$ cat config.mk
export PLATFORM = sky130hd
export DESIGN_NAME = dtu_term
export DESIGN_NICKNAME = d
export VERILOG_FILES = /design/src/rtl/core/dtu_pkg.sv /design/src/rtl/core/dtu_term.sv
export SDC_FILE = /design/constraint.sdc
export NUM_CORES = 2
export LEC_CHECK = 0
export BUFFER_PORTS_ARGS = -buffer_cell sky130_fd_sc_hd__buf_2
export CORE_ASPECT_RATIO = 1.75
export CORE_UTILIZATION = 50
export DETAILED_ROUTE_END_ITERATION = 16
export PLACE_DENSITY_LB_ADDON = 0.12
export SETUP_SLACK_MARGIN = 0.1
export SYNTH_ARGS = -nofsm -noshare
export SYNTH_HDL_FRONTEND = slang
export SYNTH_SLANG_ARGS = --single-unit
$ cat constraint.sdc
create_clock -name clk -period 3.6 [get_ports clk]
set_input_delay 0.18 -clock clk [delete_from_list [all_inputs] [get_ports clk]]
set_output_delay 0.18 -clock clk [all_outputs]
set_load 0.01 [all_outputs]
$ cat src/rtl/core/dtu_pkg.sv
// Shared types and constants for the duration text parser.
package dtu_pkg;

	localparam int unsigned FRAC_DIGITS = 6;
	localparam logic [62:0] LIMIT63 = 63'h7FFF_FFFF_FFFF_FFFF;
	localparam logic [19:0] SCALE = 20'd1000000;

	localparam logic [31:0] MULT_US  = 32'd1;
	localparam logic [31:0] MULT_MS  = 32'd1000;
	localparam logic [31:0] MULT_S   = 32'd1000000;
	localparam logic [31:0] MULT_MIN = 32'd60000000;
	localparam logic [31:0] MULT_H   = 32'd3600000000;

	// largest integer part that still fits under the 63-bit limit per unit
	localparam logic [63:0] LIM_US  = 64'(LIMIT63);
	localparam logic [63:0] LIM_MS  = 64'(LIMIT63 / 63'd1000);
	localparam logic [63:0] LIM_S   = 64'(LIMIT63 / 63'd1000000);
	localparam logic [63:0] LIM_MIN = 64'(LIMIT63 / 63'd60000000);
	localparam logic [63:0] LIM_H   = 64'(LIMIT63 / 63'd3600000000);

	typedef enum logic [2:0] {
		U_NONE,
		U_US,
		U_MS,
		U_S,
		U_MIN,
		U_H
	} unit_t;

	typedef enum logic [2:0] {
		ST_OK          = 3'd0,
		ST_UNKNOWN_UNIT = 3'd1,
		ST_NO_NUMBER   = 3'd2,
		ST_EMPTY       = 3'd3,
		ST_SATURATED   = 3'd4
	} status_t;

	// token from the parser: an optional term plus an optional end of string
	typedef struct packed {
		logic        term;
		logic        fin;
		status_t     err;
		unit_t       unit;
		logic [63:0] int_part;
		logic [9:0]  frac_hi;   // first three fraction digits
		logic [9:0]  frac_lo;   // next three fraction digits
	} tok_t;

	// term scaled to microseconds, ready for the accumulator
	typedef struct packed {
		logic        term;
		logic        fin;
		status_t     err;
		logic        ovf;
		logic [63:0] whole;
		logic [19:0] sub;
	} prod_t;

endpackage

$ cat src/rtl/core/dtu_term.sv
// Term scaling: number times unit multiplier, split into whole and sub-us parts.
module dtu_term (
	input  logic           clk,
	input  logic           arst_n,
	input  logic           adv,
	input  dtu_pkg::tok_t  tok_s1,
	output dtu_pkg::prod_t prod_s3
);
	import dtu_pkg::*;

	logic [31:0] mult;
	logic [63:0] lim;
	logic [11:0] fmul;
	logic [19:0] frac;
	logic [63:0] plo;
	logic [63:0] phi;
	logic [31:0] fw;
	logic [19:0] sub;

	logic        term_s2;
	logic        fin_s2;
	status_t     err_s2;
	logic        ovf_s2;
	logic [63:0] plo_s2;
	logic [31:0] phi_s2;
	logic [31:0] fw_s2;
	logic [19:0] sub_s2;

	prod_t       prod_n;

	assign frac = 20'(tok_s1.frac_hi * 20'd1000) + 20'(tok_s1.frac_lo);

	always_comb begin
		mult = MULT_S;
		lim  = LIM_S;
		fmul = 12'd1;
		case (tok_s1.unit)
			U_US: begin
				mult = MULT_US;
				lim  = LIM_US;
				fmul = 12'd0;
			end
			U_MS: begin
				mult = MULT_MS;
				lim  = LIM_MS;
				fmul = 12'd0;
			end
			U_S: begin
				mult = MULT_S;
				lim  = LIM_S;
				fmul = 12'd1;
			end
			U_MIN: begin
				mult = MULT_MIN;
				lim  = LIM_MIN;
				fmul = 12'd60;
			end
			U_H: begin
				mult = MULT_H;
				lim  = LIM_H;
				fmul = 12'd3600;
			end
			default: begin
				mult = MULT_S;
				lim  = LIM_S;
				fmul = 12'd1;
			end
		endcase
	end

	assign plo = 64'(tok_s1.int_part[31:0]) * 64'(mult);
	assign phi = 64'(tok_s1.int_part[63:32]) * 64'(mult);

	// fraction: for us and ms the remainder below one microsecond survives
	always_comb begin
		fw  = 32'(frac) * 32'(fmul);
		sub = '0;
		case (tok_s1.unit)
			U_US: sub = frac;
			U_MS: begin
				fw  = 32'(tok_s1.frac_hi);
				sub = 20'(tok_s1.frac_lo * 20'd1000);
			end
			default: sub = '0;
		endcase
	end

	always_ff @(posedge clk or negedge arst_n) begin
		if (!arst_n) begin
			term_s2 <= 1'b0;
			fin_s2  <= 1'b0;
			err_s2  <= ST_OK;
			ovf_s2  <= 1'b0;
			plo_s2  <= '0;
			phi_s2  <= '0;
			fw_s2   <= '0;
			sub_s2  <= '0;
		end else if (adv) begin
			term_s2 <= tok_s1.term;
			fin_s2  <= tok_s1.fin;
			err_s2  <= tok_s1.err;
			ovf_s2  <= tok_s1.int_part > lim;
			plo_s2  <= plo;
			phi_s2  <= phi[31:0];
			fw_s2   <= fw;
			sub_s2  <= sub;
		end
	end

	always_comb begin
		prod_n.term  = term_s2;
		prod_n.fin   = fin_s2;
		prod_n.err   = err_s2;
		prod_n.ovf   = ovf_s2;
		prod_n.whole = {phi_s2, 32'd0} + plo_s2 + 64'(fw_s2);
		prod_n.sub   = sub_s2;
	end

	always_ff @(posedge clk or negedge arst_n) begin
		if (!arst_n) begin
			prod_s3 <= '0;
		end else if (adv) begin
			prod_s3 <= prod_n;
		end
	end

endmodule

==> summary.md <==
| Metric | Value |
|---|---|
| CP required | roughly 4 ns |
| Setup Crit Path Kind | input port to flop |
| Syn Nets | around 8400 |
| Yosys warns | 0 |
| Layout Utilization | 0.6720 |
| I/O pin count | about 190 |
| Post-Synth Simple-Gate Area | 0.09431 |
| Largest cells by area after synthesis | fa_1, ha_1, dfrtp_1 |
| Failing checks | setup timing |
| Worst hold slack | roughly 0.049 ns |
| Crit-path max FO | 4 |
| Chip height | between 400 and 500 um |
| Worst-Margin Slew | 0.8801 ns |
| Total Wirelength | ~210 mm |
| Most area-hungry cell type in the Yosys netlist | fa_1 |
| CTS Buffer Depth | 3 |
| Setup Total Neg Slack | -338.11 ns |
| Routability congestion estimate | just under 1 |
| Num CTS Buffers | 25 |
| Adder-cell share of the synthesized area | 0.5434 |
| Clk Latency, worst-skew pair | roughly 0.61 ns |
| Post-Syn Area | ~59000 um^2 |
| DRC Markers | 0 |
| WP buf/inv | 10 |
| Number of detailed-route iterations in the first pass | 6 |
| Cells after Synth | approximately 6300 |
| Sequential-to-total area share from yosys stat | 0.1029 |
| Routed wire length per instance | 22.62 um |
| Number of global-route vias before repair | about 56000 |
| Die area | roughly 120000 um^2 |
| Crit-path leading delay family | adder cells |
| Mux contribution to synthesized area | 0.02744 |
| Core area | about 120000 um^2 |
| Flops & latches, synth | ~240 |
| Setup Skew | just under 0.05 ns |
| Tcrit/Tclk final | 2.235 |
| MaxCap Viol Count | 0 |
| Largest family of logic cells by synthesized area | adder cells |
| CP max stage delay | around 0.55 ns |
| Critical path data arrival time | 8.49 ns |
| Most used DFF post-synth | dfrtp_1 |
| Final setup violation count | between 100 and 150 |
| Crit. End Element | flop |
| Ys async rst share | 1.000 |
| Area delta synth->final | 32.94% |
| Slowest CP cell | fa_2 |
| Fmax | 124.3 MHz |
| Setup ws final | -4.446 ns |
| Max-slew violation count | 0 |
| Initial Util | 0.5054 |
| Routed vias | around 50000 |
| Global-route wire length before repair | around 320 mm |
| Share of cells above drive strength 1 | 0.3287 |
| Initial DRC count | approximately 2400 |
| # rows | around 170 |
| Clock root cell | clkbuf_16 |
| Final nets | 9798 |
| Total track usage | 0.3552 |
| Synth Area in Compound Gates | 0.08478 |
| Final hold vios | 0 |
| Number of synthesized flops with an enable pin | 0 |
| Via density | about 5.4 |
| Placed insts | 9057 |
| HP Class | input port to flop |
| Clk sinks | ~240 |
| DP Wirelength | around 180 mm |
| CP startpoint kind | input port |
| Crit path time final | around 8 ns |
| Syn avg cell area | roughly 9.4 um^2 |
| Die X-Extent | approximately 260 um |
| CP dominant cell by count | fa_1 |
| PortBufs | approximately 180 |
| Post-Synth XOR/XNOR Area | 0.03500 |
| RSZ-0062 raised after global routing | yes |
| Final Non-Filler Cells | approximately 9300 |
| Synth unique cells | just over 80 |
| Grt total ovfl | 0 |
| Largest net degree at the start of global routing | between 150 and 200 |
| Status | finished, violations left |
| Share of the synthesized area in the top cell type | 0.3500 |
| Routed Antenna Nets | 0 |
| Max-slew headroom at the worst pin | 0.4132 |
| CTS H-Tree Depth | 1 |
| CTS tree | built |
| Register clock-pin slew on the reported worst setup and hold paths | around 0.07 ns |
| Initial antenna violation count | 7 |
-- sequential cells by signal, indices dropped and copies added (netlist names) --
name	count
err_s2	3
fin_s2	1
fw_s2	32
ovf_s2	1
phi_s2	32
plo_s2	64
prod_s3	90
sub_s2	20
term_s2	1
-- path summary, 6_finish.rpt --
kind | startpoint | end | slack [ns] | cells after the start
min in group asynchronous | arst_n | plo_s2[10] | 0.18 | 2
max in group asynchronous | arst_n | plo_s2[48] | 2.37 | 3
min | tok_s1[12] | fw_s2[2] | 0.05 | 4
max | tok_s1[13] | fw_s2[29] | -4.45 | 39
min reg2reg | sub_s2[7] | sub_s2[7] | 0.47 | 1
max reg2reg | plo_s2[0] | prod_s3[68] | -0.38 | 17
-- metal layers --
| layer | up-vias | GRT usage | share of wire |
|---|---|---|---|
| met4 | 4 | 0.2675 | 0.094 |
| met5 | - | 0 | 0.00013 |
| li1 | 22688 | - | - |
| met3 | 708 | 0.04000 | 0.048 |
| met2 | 1458 | 0.6654 | 0.53 |
| met1 | 24997 | 0.3600 | 0.33 |
-- repair_timing --
action                     CTS  global route
hold endpoints to repair    96             0
pin swaps                  274           252
cloned                      12             2
hold buffers                 6             0
gates resized for setup    512           397
setup endpoints to repair  152           158
setup buffers              113            67
-- per-stage QoR --
step           setup slack (ns)  area, um^2
2_1_floorplan            -4.615       61660
4_1_cts                  -4.492       76960
5_1_grt                  -4.727       78850
3_5_place_dp             -5.281       72670
6_report                 -4.446       78850
3_3_place_gp             -5.198       72670
-- worst reg2reg max path, cell delays in order (launching register included) --
cell	delay, ns
dfrtp_1	0.45
ha_1	0.24
inv_1	0.07
fa_1	0.39
nor2b_1	0.27
o2111ai_1	0.16
buf_4	0.18
nand3_1	0.08
buf_4	0.15
nand4_1	0.19
buf_4	0.20
a21oi_1	0.13
buf_4	0.16
o211ai_1	0.11
a31oi_1	0.29
nor2_1	0.14
o2111a_1	0.26
or3_1	0.36
-- area by class of cell --
cell class              instances  area (um^2)
multi-input cells            4326        51330
fillers                      9445        38500
repair buffers               1539        12470
inverters                    1610         6122
flip-flops and latches        244         6107
well taps                    1512         1892
clock buffers                  27        643.1
clock inverters                16        225.2
repair inverters                3        61.31
diodes                          3        7.507
-- placed cells by master (no fill, tap or decap), types with 21 or more instances in the layout --
cell	instances
buf_2	175
o21bai_1	30
nand2_2	71
clkbuf_16	26
buf_12	41
nand2_1	351
nand2b_1	26
ha_1	796
a21o_1	104
mux2_4	33
xnor2_1	127
dfrtp_1	243
fa_2	95
ha_4	112
xnor2_2	27
nor2_1	250
xor2_1	66
nor2_4	30
fa_1	942
nand4_1	34
and3_1	41
o21ai_0	75
inv_2	111
buf_4	1180
and2_1	76
o211ai_1	21
inv_1	1486
nor2b_1	27
o21a_1	31
a21oi_1	181
o21ai_2	30
nand2_4	49
mux2_2	108
nand3_1	47
nor3_1	51
nor2_2	33
buf_6	107
o2bb2ai_1	27
a21oi_2	49
-- cells by family after synthesis --
group / count (synthesis)
and+or+nand+nor: 1220
DFF: 244
muxes: 145
buffers and inverters: 1766
xor gates and xnor gates: 237
adders and majority gates: 1954
AOI/OAI and AO/OA: 770
-- synth_stat cells (all sizes together), types with 11 or more instances --
master   number
mux2        141
o221ai       15
nand3        55
o31ai        12
inv        1609
o21bai       37
nand2       475
nand2b       30
nor3         66
a21oi       249
xor2         79
nor2        313
dfrtp       244
fa         1037
o211ai       21
xnor2       158
buf          19
nor4         13
o21a         31
o2bb2ai      27
ha          917
clkbuf      137
and3         51
a221oi       11
and2         87
nor2b        34
or3          14
o21ai       128
a21o        105
a31oi        28
nand4        34
a211oi       24
or2          12
Power is left out: the tool's default activity adds up to more than one toggle a clock period on the data nets, which glitch-free logic cannot reach.
