$ cat src/rtl/core/dtu_pkg.sv
// Shared types and constants for the duration text parser.
package dtu_pkg;

	localparam int unsigned FRAC_DIGITS = 6;
	localparam logic [62:0] LIMIT63 = 63'h7FFF_FFFF_FFFF_FFFF;
	localparam logic [19:0] SCALE = 20'd1000000;

	localparam logic [31:0] MULT_US  = 32'd1;
	localparam logic [31:0] MULT_MS  = 32'd1000;
	localparam logic [31:0] MULT_S   = 32'd1000000;
	localparam logic [31:0] MULT_MIN = 32'd60000000;
	localparam logic [31:0] MULT_H   = 32'd3600000000;

	// largest integer part that still fits under the 63-bit limit per unit
	localparam logic [63:0] LIM_US  = 64'(LIMIT63);
	localparam logic [63:0] LIM_MS  = 64'(LIMIT63 / 63'd1000);
	localparam logic [63:0] LIM_S   = 64'(LIMIT63 / 63'd1000000);
	localparam logic [63:0] LIM_MIN = 64'(LIMIT63 / 63'd60000000);
	localparam logic [63:0] LIM_H   = 64'(LIMIT63 / 63'd3600000000);

	typedef enum logic [2:0] {
		U_NONE,
		U_US,
		U_MS,
		U_S,
		U_MIN,
		U_H
	} unit_t;

	typedef enum logic [2:0] {
		ST_OK          = 3'd0,
		ST_UNKNOWN_UNIT = 3'd1,
		ST_NO_NUMBER   = 3'd2,
		ST_EMPTY       = 3'd3,
		ST_SATURATED   = 3'd4
	} status_t;

	// token from the parser: an optional term plus an optional end of string
	typedef struct packed {
		logic        term;
		logic        fin;
		status_t     err;
		unit_t       unit;
		logic [63:0] int_part;
		logic [9:0]  frac_hi;   // first three fraction digits
		logic [9:0]  frac_lo;   // next three fraction digits
	} tok_t;

	// term scaled to microseconds, ready for the accumulator
	typedef struct packed {
		logic        term;
		logic        fin;
		status_t     err;
		logic        ovf;
		logic [63:0] whole;
		logic [19:0] sub;
	} prod_t;

endpackage

$ cat src/rtl/core/dtu_accum.sv
// Running total, saturation flag and the result register.
module dtu_accum (
	input  logic           clk,
	input  logic           arst_n,
	input  logic           adv,
	input  dtu_pkg::prod_t prod_s3,
	output logic           out_valid_q,
	input  logic           out_ready,
	output logic [62:0]    dur_q,
	output dtu_pkg::status_t st_q
);
	import dtu_pkg::*;

	logic [62:0] whole_q;
	logic [19:0] sub_q;
	logic        ovf_q;

	logic [62:0] n_whole;
	logic [19:0] n_sub;
	logic        n_ovf;
	logic [20:0] sub_sum;
	logic        carry;
	logic [63:0] sum;
	status_t     st_n;
	logic [62:0] dur_n;

	always_comb begin
		n_whole = whole_q;
		n_sub   = sub_q;
		n_ovf   = ovf_q;
		sub_sum = 21'(sub_q) + 21'(prod_s3.sub);
		carry   = sub_sum >= 21'(SCALE);
		// 64-bit sum, wraps like the unsigned total it mirrors
		sum     = 64'(whole_q) + prod_s3.whole + 64'(carry);
		if (prod_s3.term && !ovf_q) begin
			if (prod_s3.ovf || sum > 64'(LIMIT63)) begin
				n_ovf = 1'b1;
			end else begin
				n_whole = sum[62:0];
				n_sub   = carry ? 20'(sub_sum - 21'(SCALE)) : sub_sum[19:0];
			end
		end

		dur_n = '0;
		if (prod_s3.err != ST_OK) st_n = prod_s3.err;
		else if (n_ovf) st_n = ST_SATURATED;
		else if (n_whole == '0 && n_sub == '0) st_n = ST_EMPTY;
		else begin
			st_n  = ST_OK;
			dur_n = n_whole;
		end
	end

	always_ff @(posedge clk or negedge arst_n) begin
		if (!arst_n) begin
			whole_q     <= '0;
			sub_q       <= '0;
			ovf_q       <= 1'b0;
			out_valid_q <= 1'b0;
			dur_q       <= '0;
			st_q        <= ST_OK;
		end else begin
			if (adv && prod_s3.fin) out_valid_q <= 1'b1;
			else if (out_ready) out_valid_q <= 1'b0;
			if (adv) begin
				if (prod_s3.fin) begin
					whole_q <= '0;
					sub_q   <= '0;
					ovf_q   <= 1'b0;
					dur_q   <= dur_n;
					st_q    <= st_n;
				end else begin
					whole_q <= n_whole;
					sub_q   <= n_sub;
					ovf_q   <= n_ovf;
				end
			end
		end
	end

endmodule

$ cat config.mk
export PLATFORM = sky130hd
export DESIGN_NAME = dtu_accum
export DESIGN_NICKNAME = d
export VERILOG_FILES = /design/src/rtl/core/dtu_pkg.sv /design/src/rtl/core/dtu_accum.sv
export SDC_FILE = /design/constraint.sdc
export NUM_CORES = 1
export LEC_CHECK = 0
export BUFFER_PORTS_ARGS = -buffer_cell sky130_fd_sc_hd__buf_2
export CAP_MARGIN = 10
export CORE_MARGIN = 1
export CORE_UTILIZATION = 55
export CTS_CLUSTER_DIAMETER = 40
export DETAILED_ROUTE_END_ITERATION = 12
export GPL_ROUTABILITY_DRIVEN = 0
export PLACE_DENSITY = 0.84
export SLEW_MARGIN = 20
export SYNTH_ARGS = -nofsm -noshare
export SYNTH_HDL_FRONTEND = slang
export SYNTH_SLANG_ARGS = --single-unit
$ cat constraint.sdc
create_clock -name clk -period 7.7 [get_ports clk]
set_clock_uncertainty 0.15 [all_clocks]
set_input_delay 1.155 -clock clk [delete_from_list [all_inputs] [get_ports clk]]
set_output_delay 1.155 -clock clk [all_outputs]
set_load 0.01 [all_outputs]
==> results.md <==
| Item | Reported | Unit |
|:---|:---|:---|
| Outcome | finished, final reports clean | - |
| Congestion Overflow GR | 0 | - |
| Commonest cells after routing, fill and taps aside | sky130_fd_sc_hd__nand2_1, sky130_fd_sc_hd__buf_2, sky130_fd_sc_hd__o21ai_0 | - |
| Number of design rule violations left after detail routing | 0 | - |
| Routed wire length per instance | 21.9 | um |
| Number of rows created at floorplan | 55 | - |
| Maximum number of pins on one net before global-route repair | 83 | - |
| Cell variety after synth | 93 | - |
| Fraction of power spent switching nets | 36.1 | % |
| Fraction of the yosys area taken by sequential cells | 30.0 | % |
| Slowest cell delay on critical path | 0.46 | ns |
| Share of total power in the clock network | 34.3 | % |
| Gate power share | 30.2 | % |
| Core Footprint | 0.0226 | mm^2 |
| R2R depth | 27 | - |
| Netlist area before placement | 0.0126 | mm^2 |
| Worst min path class | flop to flop | - |
| Arrival time of the worst setup path | 7.56 | ns |
| Clock-pin slew reported for the worst setup and hold paths after clock tree synthesis | 0.06 | ns |
| Cell family contributing the most delay on the critical path | compound AO/OA/AOI/OAI gates | - |
| Global-route wire length before repair | 67300 | um |
| Ys Warns | 0 | - |
| Portion of total power attributed to sequential cells | 35.5 | % |
| CTS sink cnt | 151 | - |
| Number of DRC markers after the initial detailed-route iteration | 2030 | - |
| DRT Pass-1 Iters | 7 | - |
| Die area | 0.0235 | mm^2 |
| CTS H-Tree Depth | 4 | - |
| Fmax | 136 | MHz |
| Chip width | 153 | um |
| Syn nets | 1715 | - |
| Crit path buffers/inverters | 2 | - |
| Clock buffers created by TritonCTS | 17 | - |
| Clock Root Buffer | sky130_fd_sc_hd__clkbuf_16 | - |
| Detailed-routed wire length on met3 | 5590 | um |
| Worst path slowest cell | sky130_fd_sc_hd__or3b_2 | - |
| Flop2flop setup slack | 0.70 | ns |
| Slack of the critical path | 0.362 | ns |
| Routed length on met1 | 16200 | um |
| Place WS | -0.236 | ns |
| Initial Util | 55.8 | % |
| Area used by sequential logic in the layout | 0.00378 | mm^2 |
| Routed wire length | 43200 | um |
| Detailed-routed wire length on met2 | 18700 | um |
| Placed cell areas | 0.0138 | mm^2 |
| Unrepaired setup endpoints after global routing | no | - |
| Critical path type | primary input to flop | - |
| Total inserted antenna cells | 0 | - |
| Gate Count Post-Synth | 1534 | - |
| Measured slew at the worst slew-check pin | 0.895 | ns |
| Average cell area after synthesis | 8.21 | um^2 |
| DR vias/cell | 6.84 | - |
| Number of enable flip-flop cells after synthesis | 0 | - |
| Endpoint type of the worst setup path | flop | - |
| I/O pin count | 161 | - |
| Top Metal Used | met5 | - |
| Required time at the endpoint of the critical path | 7.93 | ns |
| Number of antenna violations at the first check in global routing | 1 | - |
| Number of port buffers | 160 | - |
| Hold bufs inserted after CTS | 0 | - |
| Setup-violating endpoint count in the final report | 0 | - |
| Most common cell after layout, fill and taps aside | sky130_fd_sc_hd__nand2_1 | - |
| Footprint of the multi-input gates | 0.00831 | mm^2 |
| Cell area power density | 167 | mW/mm^2 |
| Number of placed instances with taps included | 1938 | - |
| Largest fanout on the critical path | 4 | - |
| Proportion of register bits with asynchronous set or reset after synthesis | 100 | % |
| Number of fill cells | 1879 | - |
| Fin nets | 1855 | - |
| Flops & latches, synth | 151 | - |
| TritonCTS clock tree | yes | - |
| Final core utilization | 63.8 | % |
| Clock buffer depth | 2 | - |
| Clock latency at the later pin of the worst-skew pair | 0.45 | ns |
| Power spent charging and discharging nets | 870 | uW |
| Final Cycle Share | 95.3 | % |
| Worst hold margin | 0.321 | ns |
| Total count of hold-check failures in the final report | 0 | - |
| Startpoint Class | primary input | - |
| Total vias in the final route | 13484 | - |
| Post-DRT Antenna Nets | 0 | - |
| Most used DFF post-synth | sky130_fd_sc_hd__dfrtp_1 | - |
| Y dimension of the die | 153 | um |
| Stages on worst setup path | 26 | - |
| Via count of the first global-routing pass | 12716 | - |
| Time the final worst path needs with I/O delays and setup | 7.34 | ns |
| Fin cells | 1972 | - |
| Cell depth of the worst min-delay path | 2 | - |
| Max transition margin | 39.8 | % |
| Peak supply drop | 125 | uV |
| Dpl hpwl | 32700 | um |
| Fraction of final layout cells sized beyond drive strength 1 | 17.0 | % |
| Total Routing Usage GR | 36.6 | % |
| Growth of design area from synthesis to finish | 14.3 | % |
| Internal portion of total power | 1540 | uW |
| Count of maximum capacitance violations | 0 | - |
| Reported leakage power | 0.00639 | uW |
| Pins Over Slew Limit | 0 | - |
| Fin area | 0.0144 | mm^2 |
[sequential cells by signal, indices dropped and copies added, names as in the netlist]
register	cells
st_q	3
out_valid_q	1
ovf_q	1
dur_q	63
sub_q	20
whole_q	63
[cell type report]
| cell class | instances | area share (%) |
|---|---|---|
| clock buffers | 20 | 3.10 |
| clock inverters | 12 | 0.834 |
| inverters | 57 | 1.49 |
| multi-input cells | 1243 | 57.7 |
| flip-flops and latches | 151 | 26.2 |
| well taps | 285 | 2.48 |
| repair buffers | 204 | 8.13 |
[final timing paths]
kind                       startpoint         to
setup reg to reg             sub_q[0]    st_q[1]
hold / removal              dur_q[51]  dur_q[51]
hold reg to reg             dur_q[51]  dur_q[51]
min in group asynchronous      arst_n    st_q[2]
setup / recovery           prod_s3[1]    st_q[1]
max in group asynchronous      arst_n  dur_q[18]
[Yosys cell counts (9+ instances only)]
library cell / instances / area [um^2]
sky130_fd_sc_hd__nor3_1: 32 / 160
sky130_fd_sc_hd__nand4_1: 43 / 269
sky130_fd_sc_hd__mux2i_1: 46 / 460
sky130_fd_sc_hd__nand2b_1: 15 / 93.8
sky130_fd_sc_hd__o21ai_1: 10 / 50.1
sky130_fd_sc_hd__a211oi_1: 10 / 75.1
sky130_fd_sc_hd__a21oi_1: 120 / 601
sky130_fd_sc_hd__nor2b_1: 9 / 56.3
sky130_fd_sc_hd__nand2_1: 175 / 657
sky130_fd_sc_hd__a22o_1: 36 / 315
sky130_fd_sc_hd__o22ai_1: 32 / 200
sky130_fd_sc_hd__nand3_1: 30 / 150
sky130_fd_sc_hd__clkbuf_1: 57 / 214
sky130_fd_sc_hd__buf_2: 22 / 110
sky130_fd_sc_hd__nor4_1: 23 / 144
sky130_fd_sc_hd__a31oi_1: 13 / 81.3
sky130_fd_sc_hd__and3_1: 9 / 56.3
sky130_fd_sc_hd__ha_1: 84 / 1050
sky130_fd_sc_hd__or3_1: 11 / 68.8
sky130_fd_sc_hd__inv_1: 57 / 214
sky130_fd_sc_hd__xnor2_1: 42 / 368
sky130_fd_sc_hd__a21o_1: 25 / 188
sky130_fd_sc_hd__xor2_1: 26 / 228
sky130_fd_sc_hd__o21bai_1: 11 / 82.6
sky130_fd_sc_hd__dfrtp_1: 151 / 3780
sky130_fd_sc_hd__o21a_1: 16 / 120
sky130_fd_sc_hd__or4_1: 9 / 67.6
sky130_fd_sc_hd__o21ai_0: 157 / 786
sky130_fd_sc_hd__a21boi_0: 9 / 67.6
sky130_fd_sc_hd__o211ai_1: 15 / 113
sky130_fd_sc_hd__nor2_1: 100 / 375
[what timing repair did]
item,CTS,global route
setup buffers,0,1
resized for setup,0,6
setup endpoints to repair,0,2
[power groups by stage]
stage | combinational [uW] | clock, uW | sequential [uW]
6_report | 727 | 827 | 856
5_1_grt | 774 | 857 | 856
4_1_cts | 696 | 824 | 852
3_5_place_dp | 690 | 0 | 867
3_3_place_gp | 677 | 0 | 866
2_1_floorplan | 463 | 0 | 855
[cell families after synthesis]
kind of cell    after synthesis  share of synthesized area, %
compound gates              547                          29.2
simple gates                492                          18.9
flops                       151                          30.0
buf+inv                     140                          4.48
fa+ha+maj                    87                          8.82
xor+xnor                     69                          4.86
mux                          48                          3.83
[metrics by stage]
step / setup TNS [ns] / power (uW)
after floorplan: 0 / 1320
after global placement: 0 / 1540
after detailed placement: -0.454 / 1560
after CTS: 0 / 2370
after global routing: 0 / 2490
final: 0 / 2410
[tightest hold or removal path: stages, from the launching register on]
cell	delay (ns)
sky130_fd_sc_hd__dfrtp_1	0.34
sky130_fd_sc_hd__nand2_1	0.04
sky130_fd_sc_hd__o21ai_0	0.06
[routing by layer]
layer	global-route usage (%)	up-vias
li1	-	6024
met1	46.5	6208
met2	55.9	1007
met3	10.6	243
met4	19.9	2
met5	1.45	-
Note: power is estimated with default switching activity, not from simulation.
