`src/rtl/core/dtu_pkg.sv`:
```
// Shared types and constants for the duration text parser.
package dtu_pkg;

	localparam int unsigned FRAC_DIGITS = 6;
	localparam logic [62:0] LIMIT63 = 63'h7FFF_FFFF_FFFF_FFFF;
	localparam logic [19:0] SCALE = 20'd1000000;

	localparam logic [31:0] MULT_US  = 32'd1;
	localparam logic [31:0] MULT_MS  = 32'd1000;
	localparam logic [31:0] MULT_S   = 32'd1000000;
	localparam logic [31:0] MULT_MIN = 32'd60000000;
	localparam logic [31:0] MULT_H   = 32'd3600000000;

	// largest integer part that still fits under the 63-bit limit per unit
	localparam logic [63:0] LIM_US  = 64'(LIMIT63);
	localparam logic [63:0] LIM_MS  = 64'(LIMIT63 / 63'd1000);
	localparam logic [63:0] LIM_S   = 64'(LIMIT63 / 63'd1000000);
	localparam logic [63:0] LIM_MIN = 64'(LIMIT63 / 63'd60000000);
	localparam logic [63:0] LIM_H   = 64'(LIMIT63 / 63'd3600000000);

	typedef enum logic [2:0] {
		U_NONE,
		U_US,
		U_MS,
		U_S,
		U_MIN,
		U_H
	} unit_t;

	typedef enum logic [2:0] {
		ST_OK          = 3'd0,
		ST_UNKNOWN_UNIT = 3'd1,
		ST_NO_NUMBER   = 3'd2,
		ST_EMPTY       = 3'd3,
		ST_SATURATED   = 3'd4
	} status_t;

	// token from the parser: an optional term plus an optional end of string
	typedef struct packed {
		logic        term;
		logic        fin;
		status_t     err;
		unit_t       unit;
		logic [63:0] int_part;
		logic [9:0]  frac_hi;   // first three fraction digits
		logic [9:0]  frac_lo;   // next three fraction digits
	} tok_t;

	// term scaled to microseconds, ready for the accumulator
	typedef struct packed {
		logic        term;
		logic        fin;
		status_t     err;
		logic        ovf;
		logic [63:0] whole;
		logic [19:0] sub;
	} prod_t;

endpackage

```
`src/rtl/core/dtu_parser.sv`:
```
// Byte parser: number and unit state, emits term and end tokens.
module dtu_parser #(
	parameter int MAX_NUMBER_CHARS = 127
) (
	input  logic           clk,
	input  logic           arst_n,
	input  logic           adv,
	input  logic           take,
	input  logic [7:0]     char_code,
	output dtu_pkg::tok_t  tok_s1
);
	import dtu_pkg::*;

	localparam int LW = $clog2(MAX_NUMBER_CHARS + 1);

	logic [63:0]   int_q;
	logic [9:0]    hi_q;
	logic [9:0]    lo_q;
	logic [2:0]    cnt_q;
	logic          dot_q;
	logic          frz_q;
	logic [LW-1:0] len_q;
	logic [23:0]   let_q;
	logic [2:0]    ulen_q;
	status_t       err_q;

	logic [63:0]   n_int;
	logic [9:0]    n_hi;
	logic [9:0]    n_lo;
	logic [2:0]    n_cnt;
	logic          n_dot;
	logic          n_frz;
	logic [LW-1:0] n_len;
	logic [23:0]   n_let;
	logic [2:0]    n_ulen;
	status_t       n_err;
	logic          emit;
	unit_t         tu;
	unit_t         ucode;
	logic          digit_hit;
	logic          is_num;
	logic          letter_hit;
	logic [7:0]    lc;
	logic [3:0]    dig;
	logic [67:0]   x10;
	logic [9:0]    place;
	tok_t          tok_n;

	always_comb begin
		ucode = U_NONE;
		case (ulen_q)
			3'd1: begin
				if (let_q == {16'h0, "s"}) ucode = U_S;
				else if (let_q == {16'h0, "h"}) ucode = U_H;
			end
			3'd2: begin
				if (let_q == {8'h0, "us"}) ucode = U_US;
				else if (let_q == {8'h0, "ms"}) ucode = U_MS;
				else if (let_q == {8'h0, "hr"}) ucode = U_H;
			end
			3'd3: begin
				if (let_q == "sec") ucode = U_S;
				else if (let_q == "min") ucode = U_MIN;
			end
			default: ucode = U_NONE;
		endcase
	end

	assign digit_hit  = (char_code >= "0") && (char_code <= "9");
	assign is_num     = digit_hit || (char_code == ".");
	assign letter_hit = ((char_code >= "a") && (char_code <= "z")) ||
			((char_code >= "A") && (char_code <= "Z"));
	assign lc  = char_code | 8'h20;
	assign dig = 4'(char_code - "0");

	always_comb begin
		n_int  = int_q;
		n_hi   = hi_q;
		n_lo   = lo_q;
		n_cnt  = cnt_q;
		n_dot  = dot_q;
		n_frz  = frz_q;
		n_len  = len_q;
		n_let  = let_q;
		n_ulen = ulen_q;
		n_err  = err_q;
		emit   = 1'b0;
		tu     = U_NONE;
		x10    = '0;
		place  = '0;

		if (err_q == ST_OK) begin
			if (is_num) begin
				if (ulen_q != 3'd0) begin
					if (len_q == '0) begin
						n_err = ST_NO_NUMBER;
					end else begin
						if (ucode == U_NONE) begin
							n_err = ST_UNKNOWN_UNIT;
						end else begin
							emit  = 1'b1;
							tu    = ucode;
							n_int = '0;
							n_hi  = '0;
							n_lo  = '0;
							n_cnt = '0;
							n_dot = 1'b0;
							n_frz = 1'b0;
							n_len = '0;
						end
						n_let  = '0;
						n_ulen = '0;
					end
				end
				// append to the (possibly fresh) number
				if (n_err == ST_OK && n_len < LW'(MAX_NUMBER_CHARS)) begin
					n_len = n_len + 1'b1;
					if (!n_frz) begin
						if (char_code == ".") begin
							if (n_dot) n_frz = 1'b1;
							else n_dot = 1'b1;
						end else if (!n_dot) begin
							x10 = {1'b0, n_int, 3'b000} + {3'b000, n_int, 1'b0} + 68'(dig);
							if (x10[67:64] != 4'd0) n_int = '1;
							else n_int = x10[63:0];
						end else if (n_cnt < 3'(FRAC_DIGITS)) begin
							case (n_cnt)
								3'd0, 3'd3: place = 10'd100;
								3'd1, 3'd4: place = 10'd10;
								default:    place = 10'd1;
							endcase
							if (n_cnt < 3'd3) n_hi = n_hi + 10'(dig * place);
							else n_lo = n_lo + 10'(dig * place);
							n_cnt = n_cnt + 1'b1;
						end
					end
				end
			end else if (letter_hit) begin
				if (ulen_q < 3'd3) n_let = {let_q[15:0], lc};
				if (ulen_q < 3'd4) n_ulen = ulen_q + 1'b1;
			end else if (len_q != '0) begin
				if (ulen_q != 3'd0 && ucode == U_NONE) begin
					n_err = ST_UNKNOWN_UNIT;
				end else begin
					emit  = 1'b1;
					tu    = (ulen_q != 3'd0) ? ucode : U_S;
					n_int = '0;
					n_hi  = '0;
					n_lo  = '0;
					n_cnt = '0;
					n_dot = 1'b0;
					n_frz = 1'b0;
					n_len = '0;
				end
				n_let  = '0;
				n_ulen = '0;
			end
		end

		tok_n.term     = emit;
		tok_n.fin      = (char_code == 8'd0);
		tok_n.err      = n_err;
		tok_n.unit     = tu;
		tok_n.int_part = int_q;
		tok_n.frac_hi  = hi_q;
		tok_n.frac_lo  = lo_q;
	end

	always_ff @(posedge clk or negedge arst_n) begin
		if (!arst_n) begin
			int_q  <= '0;
			hi_q   <= '0;
			lo_q   <= '0;
			cnt_q  <= '0;
			dot_q  <= 1'b0;
			frz_q  <= 1'b0;
			len_q  <= '0;
			let_q  <= '0;
			ulen_q <= '0;
			err_q  <= ST_OK;
			tok_s1 <= '0;
		end else if (adv) begin
			tok_s1 <= take ? tok_n : '0;
			if (take) begin
				if (char_code == 8'd0) begin
					int_q  <= '0;
					hi_q   <= '0;
					lo_q   <= '0;
					cnt_q  <= '0;
					dot_q  <= 1'b0;
					frz_q  <= 1'b0;
					len_q  <= '0;
					let_q  <= '0;
					ulen_q <= '0;
					err_q  <= ST_OK;
				end else begin
					int_q  <= n_int;
					hi_q   <= n_hi;
					lo_q   <= n_lo;
					cnt_q  <= n_cnt;
					dot_q  <= n_dot;
					frz_q  <= n_frz;
					len_q  <= n_len;
					let_q  <= n_let;
					ulen_q <= n_ulen;
					err_q  <= n_err;
				end
			end
		end
	end

endmodule

```
`config.mk`:
```
export PLATFORM = sky130hd
export DESIGN_NAME = dtu_parser
export DESIGN_NICKNAME = d
export VERILOG_FILES = /design/src/rtl/core/dtu_pkg.sv /design/src/rtl/core/dtu_parser.sv
export SDC_FILE = /design/constraint.sdc
export NUM_CORES = 1
export LEC_CHECK = 0
export BUFFER_PORTS_ARGS = -buffer_cell sky130_fd_sc_hd__clkbuf_2
export CAP_MARGIN = 25
export CORE_MARGIN = 8
export CORE_UTILIZATION = 55
export CTS_CLUSTER_SIZE = 10
export DETAILED_ROUTE_END_ITERATION = 8
export GPL_ROUTABILITY_DRIVEN = 0
export PLACE_DENSITY_LB_ADDON = 0.2
export SYNTH_ARGS = -nofsm -noshare
export SYNTH_HDL_FRONTEND = slang
export SYNTH_SLANG_ARGS = --single-unit
```
`constraint.sdc`:
```
create_clock -name clk -period 7.7 [get_ports clk]
set_input_delay 0.385 -clock clk [delete_from_list [all_inputs] [get_ports clk]]
set_output_delay 0.385 -clock clk [all_outputs]
set_load 0.01 [all_outputs]
```
==> results of run 1 <==
==> flip-flops by register name, indices dropped and copies added, names as in the netlist, 3 cells and up <==
| register | cells |
|---|---|
| err_q | 3 |
| cnt_q | 3 |
| ulen_q | 3 |
| let_q | 24 |
| lo_q | 10 |
| hi_q | 10 |
| len_q | 7 |
| int_q | 64 |
| tok_s1 | 92 |
==> worst register-to-register path: cells and delay by family, from the launching register on <==
| family | cells | cell delay, ns |
|---|---|---|
| flops | 1 | 0.43 |
| buf+inv | 6 | 0.88 |
| compound gates | 11 | 2.34 |
| xor+xnor | 2 | 0.44 |
| simple gates | 6 | 0.87 |
| fa+ha+maj | 5 | 2.04 |
==> cells by family after synthesis <==
| logic type | share of synthesized area |
|---|---|
| xor+xnor | 0.04284 |
| fa+ha+maj | 0.1423 |
| compound gates | 0.2192 |
| simple gates | 0.2033 |
| flops | 0.3335 |
| buf+inv | 0.05622 |
| mux | 0.002677 |
==> cell type report <==
class / instances / share of cell area
clock inverters: 3 / 0.003618
multi-input cells: 1492 / 0.5568
inverters: 137 / 0.02859
flip-flops and latches: 218 / 0.3033
repair buffers: 122 / 0.03924
clock buffers: 34 / 0.04126
well taps: 390 / 0.02713
==> routing by layer <==
metal	up-vias	track usage	part of all wire
li1	7057	-	-
met1	7036	0.3084	0.44
met2	427	0.4086	0.47
met3	98	0.03235	0.052
met4	0	0.08719	0.033
met5	-	0	0
==> cell usage after synthesis, drive strengths merged, types with 24 or more instances <==
master,count
nand3,120
o21bai,24
nand2,221
nor2,87
ha,170
a21oi,114
nor3,33
clkbuf,83
o221ai,40
dfrtp,218
xnor2,46
a22o,31
and2,107
xor2,34
a21o,49
nand4,33
o21ai,184
inv,137
==> report_power, final <==
part	internal [W]	switching, W	leakage, nW	total, W
registers	0.00126	0.0000984	3.02	0.00136
logic	0.000484	0.000935	5.59	0.00142
clock network	0.000728	0.000474	0.397	0.00120
==> repair_timing <==
action	CTS	global route
hold endpoints to repair	90	0
endpoints found under the setup margin	0	0
hold buffers	1	0
==> metrics by stage <==
step	hold slack (ns)	power, W	util	cell area [µm²]	instances
global route	0.1631	0.004213	0.6101	17980	2396
detailed placement	0.4667	0.002767	0.5823	17170	2358
CTS	0.1465	0.003986	0.6101	17980	2396
floorplan	0.08941	0.002364	-	16360	1946
finish	0.1647	0.003981	0.6101	17980	2396
global placement	0.4628	0.002717	0.5814	17140	2357
==> path summary, 6_finish.rpt <==
check | to | start | cells past startpoint
setup / recovery | hi_q[9] | ulen_q[1] | 30
hold / removal | let_q[4] | char_code[4] | 2
setup reg to reg | hi_q[9] | ulen_q[1] | 30
hold reg to reg | int_q[48] | int_q[48] | 2
max in group asynchronous | int_q[9] | arst_n | 3
min in group asynchronous | ulen_q[2] | arst_n | 2
==> results.ini, run 1 <==
[layout]
drive_gt1_frac = 0.08774
finalNetCount = 2190
layout_common_cells = nand2_1 (221), dfrtp_1 (218), o21ai_0 (183)
n_fill_cell = 2632
n_antenna_cell = 0
area_growth_pct = 9.952
seq_area_mm2 = 0.005455
mostFrequentLayoutCell = nand2_1
multiInputGateArea_mm2 = 0.01001

[clocking]
htreeDepth = 1
clock_sinks = 218
cts_tree = yes
cts_root_buffer = clkbuf_16
post-cts-setup-buffers = 0
cts.clk_slew.worst_paths_ns = 0.06
cts_buffers = 27
clk_latency_ns = 0.54
cts.repair.resized = 0
cts_buffer_depth = 3

[global_route]
antenna_found_initial = 0
overflow = 0
grt_pass1_wl_mm = 72.85
grt_max_degree = 102
track_usage = 0.2402
first_global_vias = 14700

[floorplan]
rows = 63
ios = 104
core_mm2 = 0.02948
start_util = 0.5548
die_area_mm2 = 0.03551
die_h_um = 188.5
die_width_um = 188.5

[routing]
vias = 14620
drt_wl_total_mm = 43.28
drc = 0
route.antenna.remaining_nets = 0
drt_iter0_drc = 1220
viasPerCell = 6.101
dr.pass1.iters = 6
wire_per_inst_um = 18.06

[synthesis]
syn_inst = 1946
syn_area_per_cell_um2 = 8.405
ys_async_sr_fraction = 1.000
synth_seq_cells = 218
synthFlopType = dfrtp_1
netlist.top_cell.by_area = dfrtp_1
synth_edf_count = 0
synth_cell_types = 78
yosysWarnings = 0
synth_top_area_share = 0.3335
yosys-top-cells-area = dfrtp_1 (33%), ha_1 (13%), o21ai_0 (5.6%)
synth_nets = 2138
seq_area_frac_synth = 0.3335
synthesis.area_mm2 = 0.01636

[timing]
slew_headroom = 0.3594
tightest_slew_ns = 0.9609
fin_crit_sh = 0.9196
finalSetupViolations = 0
worst_slack_ns = 0.6193
fin_worst_skew_ns = 0.008477
max_freq_mhz = 141.2
rsz0062_at_grt = no
slew_violations = 0
period_needed_ns = 7.081
hold_violations = 0
fin_tns_setup_ns = 0

[setup_path]
crit_family = compound AO/OA/AOI/OAI gates
critPathLaunchType = register
path_common_cell = inv_1
arrival_ns = 7.51
slowest_delay_ns = 0.65
setup.worst_path.end_class = register
reg2reg_setup_slack_ns = 0.62
crit_path_top_delay_cell = o21bai_4
path_class = register to register
required_ns = 8.12
critPathMaxFanout = 38
critPathBufInv = 6

[place]
hpwl_mm = 31.22
pre_cts_slack_ns = 0.7443
portBuffers = 103

[hold_path]
hp-class = input port to register

[outcome]
status = completed

[pwr]
power.leakage_nw = 9.007
vdd_drop_max_mv = 0.1547
p_per_area_mw_per_mm2 = 221.3

[job]
maxCapViolations = 0

Note: power is estimated with default switching activity, not from simulation.
==> inputs of run 2 (changes only) <==
--- a/config.mk
+++ b/config.mk
@@ -10,4 +10,5 @@
 export CORE_MARGIN = 8
 export CORE_UTILIZATION = 55
+export CTS_BUF_LIST = sky130_fd_sc_hd__clkbuf_2 sky130_fd_sc_hd__clkbuf_4 sky130_fd_sc_hd__clkbuf_8
 export CTS_CLUSTER_SIZE = 10
 export DETAILED_ROUTE_END_ITERATION = 8
==> constraint.sdc (replaced) <==
create_clock -name clk -period 7.7 [get_ports clk]
set_input_delay 0.77 -clock clk [delete_from_list [all_inputs] [get_ports clk]]
set_output_delay 0.77 -clock clk [all_outputs]
set_load 0.01 [all_outputs]
==> run 2 against run 1 <==
Hold slack improved by 0.085 ns. Sequential cell count unchanged. Design area decreased by 0.49%. Critical path type unchanged.
==> results.ini, run 2 (synthesis gave the netlist of run 1 again) <==
[outcome]
status = completed  ; unchanged

[timing]
rsz0062_at_grt = no  ; unchanged
hold_violations = 0  ; unchanged
fin_worst_skew_ns = 0.02866  ; was 0.008477 ns
tightest_slew_ns = 0.9322  ; was 0.9609 ns
fin_crit_sh = 0.9043  ; was 0.9196
period_needed_ns = 6.963  ; was 7.081 ns
finalSetupViolations = 0  ; unchanged
slew_violations = 0  ; unchanged
max_freq_mhz = 143.6  ; was 141.2 MHz
fin_tns_setup_ns = 0  ; unchanged
slew_headroom = 0.3785  ; was 0.3594

[clocking]
cts_root_buffer = clkbuf_8  ; was clkbuf_16
htreeDepth = 2  ; was 1
cts_buffers = 40  ; was 27
post-cts-setup-buffers = 0  ; unchanged
clk_latency_ns = 0.56  ; was 0.54 ns
cts.clk_slew.worst_paths_ns = 0.06  ; about the same
clock_sinks = 218  ; unchanged
cts.repair.resized = 0  ; unchanged
cts_buffer_depth = 3  ; unchanged
cts_hold_buf = 0  ; was 1
cts_tree = yes  ; unchanged

[setup_path]
path_common_cell = inv_1  ; unchanged
critPathLaunchType = register  ; unchanged
critPathBufInv = 6  ; unchanged
crit_family = compound AO/OA/AOI/OAI gates  ; unchanged
critPathMaxFanout = 46  ; was 38
crit_path_top_delay_cell = o21bai_4  ; unchanged
required_ns = 8.13  ; was 8.12 ns
path_class = register to register  ; unchanged
setup.worst_path.end_class = register  ; unchanged
slowest_delay_ns = 0.60  ; was 0.65 ns
arrival_ns = 7.39  ; was 7.51 ns

[floorplan]
core_mm2 = 0.02948  ; unchanged
start_util = 0.5548  ; unchanged
die_area_mm2 = 0.03551  ; unchanged
die_h_um = 188.5  ; unchanged
ios = 104  ; unchanged
die_width_um = 188.5  ; unchanged
rows = 63  ; unchanged

[place]
hpwl_mm = 30.63  ; was 31.22 mm
dp.cells = 2354  ; was 2358
portBuffers = 103  ; unchanged

[layout]
n_fill_cell = 2694  ; was 2632
layoutNonFillerInstCount = 2420  ; was 2396
finalNetCount = 2198  ; was 2190
utilization = 0.6070  ; was 0.6101
drive_gt1_frac = 0.1005  ; was 0.08774
regMostFlops = tok_s1  ; unchanged
n_antenna_cell = 0  ; unchanged
layout_common_cells = nand2_1 (221), dfrtp_1 (218), o21ai_0 (183)  ; unchanged
reg_top3 = tok_s1: 92 flops, int_q: 64 flops, let_q: 24 flops  ; unchanged
area_growth_pct = 9.409  ; was 9.952%
largest_reg_flops = 92  ; unchanged
mostFrequentLayoutCell = nand2_1  ; unchanged

[pwr]
p_int_w = 0.002323  ; was 0.002473 W
p_sw_frac = 0.3937  ; was 0.3786
vdd_drop_max_mv = 0.1865  ; was 0.1547 mV
combPwrFrac = 0.356  ; about the same
power.leakage_nw = 8.986  ; was 9.007 nW
p_per_area_mw_per_mm2 = 214.1  ; was 221.3 mW/mm²
p_sw_w = 0.001509  ; was 0.001507 W
p_seq_frac = 0.355  ; was 0.342
p_total_w = 0.003832  ; was 0.003981 W
clockPowerShare = 0.289  ; was 0.302

[routing]
dr.pass1.iters = 6  ; unchanged
route.antenna.remaining_nets = 0  ; unchanged
vias = 14440  ; was 14620
wire_per_inst_um = 17.48  ; was 18.06 µm
drt_iter0_drc = 1034  ; was 1220
drc = 0  ; unchanged
drt_wl_total_mm = 42.30  ; was 43.28 mm
viasPerCell = 5.967  ; was 6.101

[global_route]
grt_max_degree = 102  ; unchanged
first_global_vias = 14630  ; was 14700
antenna_found_initial = 0  ; unchanged
grt_pass1_wl_mm = 72.28  ; was 72.85 mm
track_usage = 0.2380  ; was 0.2402
overflow = 0  ; unchanged

[job]
maxCapViolations = 0  ; unchanged

[hold_path]
hp-class = input port to asynchronous set/reset pin  ; was input port to register

-- run 2: cell count changes in the layout (fill, tap and decap cells not counted), sizes merged --
cell         before  now
clkbuf          134  158
buf              21   17
clkinv            1    4
clkinvlp          0    3
bufinv            2    0
dlygate4sd3       1    0
inv             137  138
-- run 2: layout make-up --
type / count / area, µm² / area share
Clock buffer: 58 / 723.2 / 0.04041
Clock inverter: 8 / 55.05 / 0.003076
Inverter: 137 / 514.2 / 0.02874
Multi-Input combinational cell: 1492 / 10010 / 0.5596
Sequential cell: 218 / 5455 / 0.3048
Tap cell: 390 / 488.0 / 0.02727
Timing Repair Buffer: 117 / 645.6 / 0.03608
-- run 2: path summary, 6_finish.rpt --
path	from	end	slack, ns	cells after the start
worst max-delay path	ulen_q[1]	hi_q[9]	0.74	30
worst max register to register	ulen_q[1]	hi_q[9]	0.74	30
max in group asynchronous	arst_n	int_q[27]	6.09	2
min in group clk	int_q[11]	int_q[11]	0.48	2
worst min-delay path	arst_n	let_q[22]	0.25	1
worst min register to register	int_q[11]	int_q[11]	0.48	2
-- run 2: stage by stage --
step,worst slack [ns],hold WS [ns],area [µm²]
4_1_cts,0.7052,0.2636,17900
3_3_place_gp,1.024,0.4680,17120
3_5_place_dp,0.7205,0.4742,17120
2_1_floorplan,1.340,0.4521,16360
6_report,0.7366,0.2500,17900
5_1_grt,0.07830,0.2948,17900
-- run 2: per-layer routing --
layer / vias up / share of wire / GRT usage
met5: - / 0 / 0
met4: 0 / 0.030 / 0.08689
met3: 91 / 0.049 / 0.03771
met2: 359 / 0.47 / 0.3968
met1: 6892 / 0.45 / 0.3083
li1: 7097 / - / -
-- run 2: power groups by stage --
stage / clock network (W) / logic, W / registers (W)
2_1_floorplan: 0 / 0.00100 / 0.00136
4_1_cts: 0.00113 / 0.00136 / 0.00136
3_5_place_dp: 0 / 0.00135 / 0.00138
3_3_place_gp: 0 / 0.00133 / 0.00137
5_1_grt: 0.00118 / 0.00153 / 0.00138
6_report: 0.00111 / 0.00136 / 0.00136
-- run 2: worst reg2reg max path: cells and delay by family, from the launching register on --
kind | cells | cell delay (ns)
AOI/OAI and AO/OA | 11 | 2.22
adders and majority gates | 5 | 2.08
buffers and inverters | 6 | 0.89
and+or+nand+nor | 6 | 0.79
xor gates and xnor gates | 2 | 0.45
DFF | 1 | 0.43
==> inputs of run 3 (changes only) <==
- ABC_CLOCK_PERIOD_IN_PS: not set -> 6330
- clock period: 7.7 -> 6.33 ns (I/O delays scaled with it)
==> run 3 against run 2 <==
Sequential share of layout area fell by 0.80 points. Critical path type unchanged. Power rose by 27%. Design area is 2.7% higher. Clock skew down 0.0051 ns. Largest power group is now combinational logic. Final cell count increased by 1.5%. Sequential cell count unchanged. Largest cell class unchanged. Routed wire length up 2.3%. Hold slack got worse by 0.19 ns. Die area unchanged.
==> results.ini, run 3 (synthesis gave the netlist of run 1 again) <==
[timing]
slew_violations = 0  ; unchanged
fin_worst_skew_ns = 0.02354  ; was 0.02866 ns
rsz0062_at_grt = yes  ; was no
fin_crit_sh = 0.9639  ; was 0.9043
period_needed_ns = 6.102  ; was 6.963 ns
max_freq_mhz = 163.9  ; was 143.6 MHz
hold_violations = 0  ; unchanged
tightest_slew_ns = 1.002  ; was 0.9322 ns
finalSetupViolations = 0  ; unchanged
slew_headroom = 0.3317  ; was 0.3785
worst_slack_ns = 0.2285  ; was 0.7366 ns

[place]
hpwl_mm = 31.30  ; was 30.63 mm
portBuffers = 103  ; unchanged
pre_cts_slack_ns = 0.09292  ; was 0.7205 ns

[routing]
drc = 0  ; unchanged
dr.pass1.iters = 5  ; was 6
drt_wl_total_mm = 43.26  ; was 42.30 mm
wire_per_inst_um = 17.61  ; was 17.48 µm
route.antenna.remaining_nets = 0  ; unchanged
viasPerCell = 5.994  ; was 5.967
drt_iter0_drc = 979  ; was 1034
vias = 14720  ; was 14440

[pwr]
p_total_w = 0.004876  ; was 0.003832 W
p_per_area_mw_per_mm2 = 265.3  ; was 214.1 mW/mm²
vdd_drop_max_mv = 0.1796  ; was 0.1865 mV
clockPowerShare = 0.298  ; was 0.289
power.leakage_nw = 9.248  ; was 8.986 nW
p_int_w = 0.002995  ; was 0.002323 W
combPwrFrac = 0.362  ; was 0.356
p_sw_w = 0.001882  ; was 0.001509 W
p_sw_frac = 0.3859  ; was 0.3937
p_seq_frac = 0.340  ; was 0.355

[setup_path]
critPathLaunchType = register  ; unchanged
slowest_delay_ns = 0.53  ; was 0.60 ns
reg2reg_setup_slack_ns = 0.23  ; was 0.74 ns
path_class = register to register  ; unchanged
setup.worst_path.end_class = register  ; unchanged
r2r_start = let_q[0]  ; was ulen_q[1]
crit_path_top_delay_cell = or4b_1  ; was o21bai_4
arrival_ns = 6.52  ; was 7.39 ns
crit_path_cell_trace = or4b_1 -> or3_4 -> nor3_1 -> a2111o_2 -> o21bai_4 -> buf_4 -> buf_4 -> and2_1 -> fa_1 -> ha_1 -> a21oi_1 -> o22ai_1 -> a221oi_1 -> buf_4 -> o311ai_2 -> a211oi_2 -> o211ai_1 -> xnor2_2 -> nand4_2 -> buf_4 -> o311ai_1 -> nand2_1
critPathMaxFanout = 31  ; was 46
r2r-end = int_q[10]  ; was hi_q[9]
r2r_cells = 22  ; was 30
required_ns = 6.75  ; was 8.13 ns
path_common_cell = buf_4  ; was inv_1

[clocking]
clock_sinks = 218  ; unchanged
cts_root_buffer = clkbuf_8  ; unchanged
cts_hold_buf = 0  ; unchanged
cts_tree = yes  ; unchanged
htreeDepth = 2  ; unchanged
cts_buffers = 40  ; unchanged
clk_latency_ns = 0.56  ; about the same
cts.clk_slew.worst_paths_ns = 0.06  ; about the same
cts_buffer_depth = 3  ; unchanged

[floorplan]
die_width_um = 188.5  ; unchanged
rows = 63  ; unchanged
start_util = 0.5548  ; unchanged
die_area_mm2 = 0.03551  ; unchanged
die_h_um = 188.5  ; unchanged
core_mm2 = 0.02948  ; unchanged
ios = 104  ; unchanged

[global_route]
grt_max_degree = 121  ; was 102
grt_pass1_wl_mm = 73.24  ; was 72.28 mm
antenna_found_initial = 0  ; unchanged
overflow = 0  ; unchanged
first_global_vias = 14830  ; was 14630
track_usage = 0.2408  ; was 0.2380

[layout]
mostFrequentLayoutCell = nand2_1  ; unchanged
finalNetCount = 2232  ; was 2198
regMostFlops = tok_s1  ; unchanged
utilization = 0.6235  ; was 0.6070
area_growth_pct = 12.38  ; was 9.409%
layout_common_cells = nand2_1 (220), dfrtp_1 (217), o21ai_0 (179)  ; was nand2_1 (221), dfrtp_1 (218), o21ai_0 (183)
reg_top3 = tok_s1: 92 flops, int_q: 64 flops, let_q: 24 flops  ; unchanged
n_antenna_cell = 0  ; unchanged
n_fill_cell = 2625  ; was 2694
drive_gt1_frac = 0.1268  ; was 0.1005
largest_reg_flops = 92  ; unchanged

[job]
maxCapViolations = 0  ; unchanged

[outcome]
status = completed  ; unchanged

[hold_path]
hp-class = input port to asynchronous set/reset pin  ; unchanged

## run 3: cell count changes in the layout (fill, tap and decap cells not counted), sizes merged
cell,previous run,this run
buf,17,51
bufinv,0,3
clkinv,4,6
clkinvlp,3,1
clkbuf,158,157
## run 3: worst max-delay path by stage
stage	start	end	slack (ns)	cells past startpoint
final	let_q[0]	int_q[10]	0.23	22
after global routing	let_q[0]	hi_q[9]	-0.13	28
after CTS	ulen_q[1]	hi_q[9]	0.03	31
after detailed placement	ulen_q[1]	hi_q[9]	0.09	30
after global placement	ulen_q[0]	hi_q[9]	0.24	29
after floorplan	ulen_q[1]	hi_q[9]	0.04	32
## run 3: power groups by stage
stage                     clock, W  combinational (W)  sequential (W)
final                      0.00145            0.00176         0.00166
after global routing       0.00155            0.00197         0.00168
after CTS                  0.00149            0.00170         0.00165
after detailed placement         0            0.00168         0.00168
after global placement           0            0.00165         0.00167
after floorplan                  0            0.00122         0.00166
## run 3: what timing repair did
action,4_1_cts,5_1_grt
setup buffers,0,13
endpoints found under the setup margin,0,70
endpoints found under the hold margin,0,0
resized for setup,0,36
## run 3: cell type report
cell class	instances	area (µm²)	share of cell area
multi-input combinational	1492	10170	0.5532
sequential	218	5456	0.2968
timing repair buffer	151	908.4	0.04942
clock buffer	57	709.4	0.03859
inverter	137	514.2	0.02798
tap	390	488.0	0.02655
clock inverter	11	136.4	0.007420
## run 3: worst max-delay path: cells and delay by family (launching register included)
kind                       cells  cell delay, ns
AOI/OAI and AO/OA              9            2.04
xor gates and xnor gates       1            0.18
adders and majority gates      2            0.83
buffers and inverters          4            0.82
DFF                            1            0.40
and+or+nand+nor                6            1.66
## run 3: metrics by stage
| step | area, µm² | TNS (ns) | hold slack, ns | std cells |
|---|---|---|---|---|
| final | 18380 | 0 | 0.06259 | 2456 |
| after global routing | 18380 | -0.4626 | 0.1227 | 2456 |
| after floorplan | 16360 | 0 | 0.3374 | 1946 |
| after CTS | 18130 | 0 | 0.1029 | 2443 |
| after global placement | 17280 | 0 | 0.4716 | 2375 |
| after detailed placement | 17280 | 0 | 0.4769 | 2375 |
## run 3: routing by layer
layer	up-vias	GRT usage	wire, µm
met2	369	0.4073	20530
met3	111	0.03327	1868
met1	7080	0.3102	19450
li1	7162	-	-
met4	0	0.08779	1421
met5	-	0	0
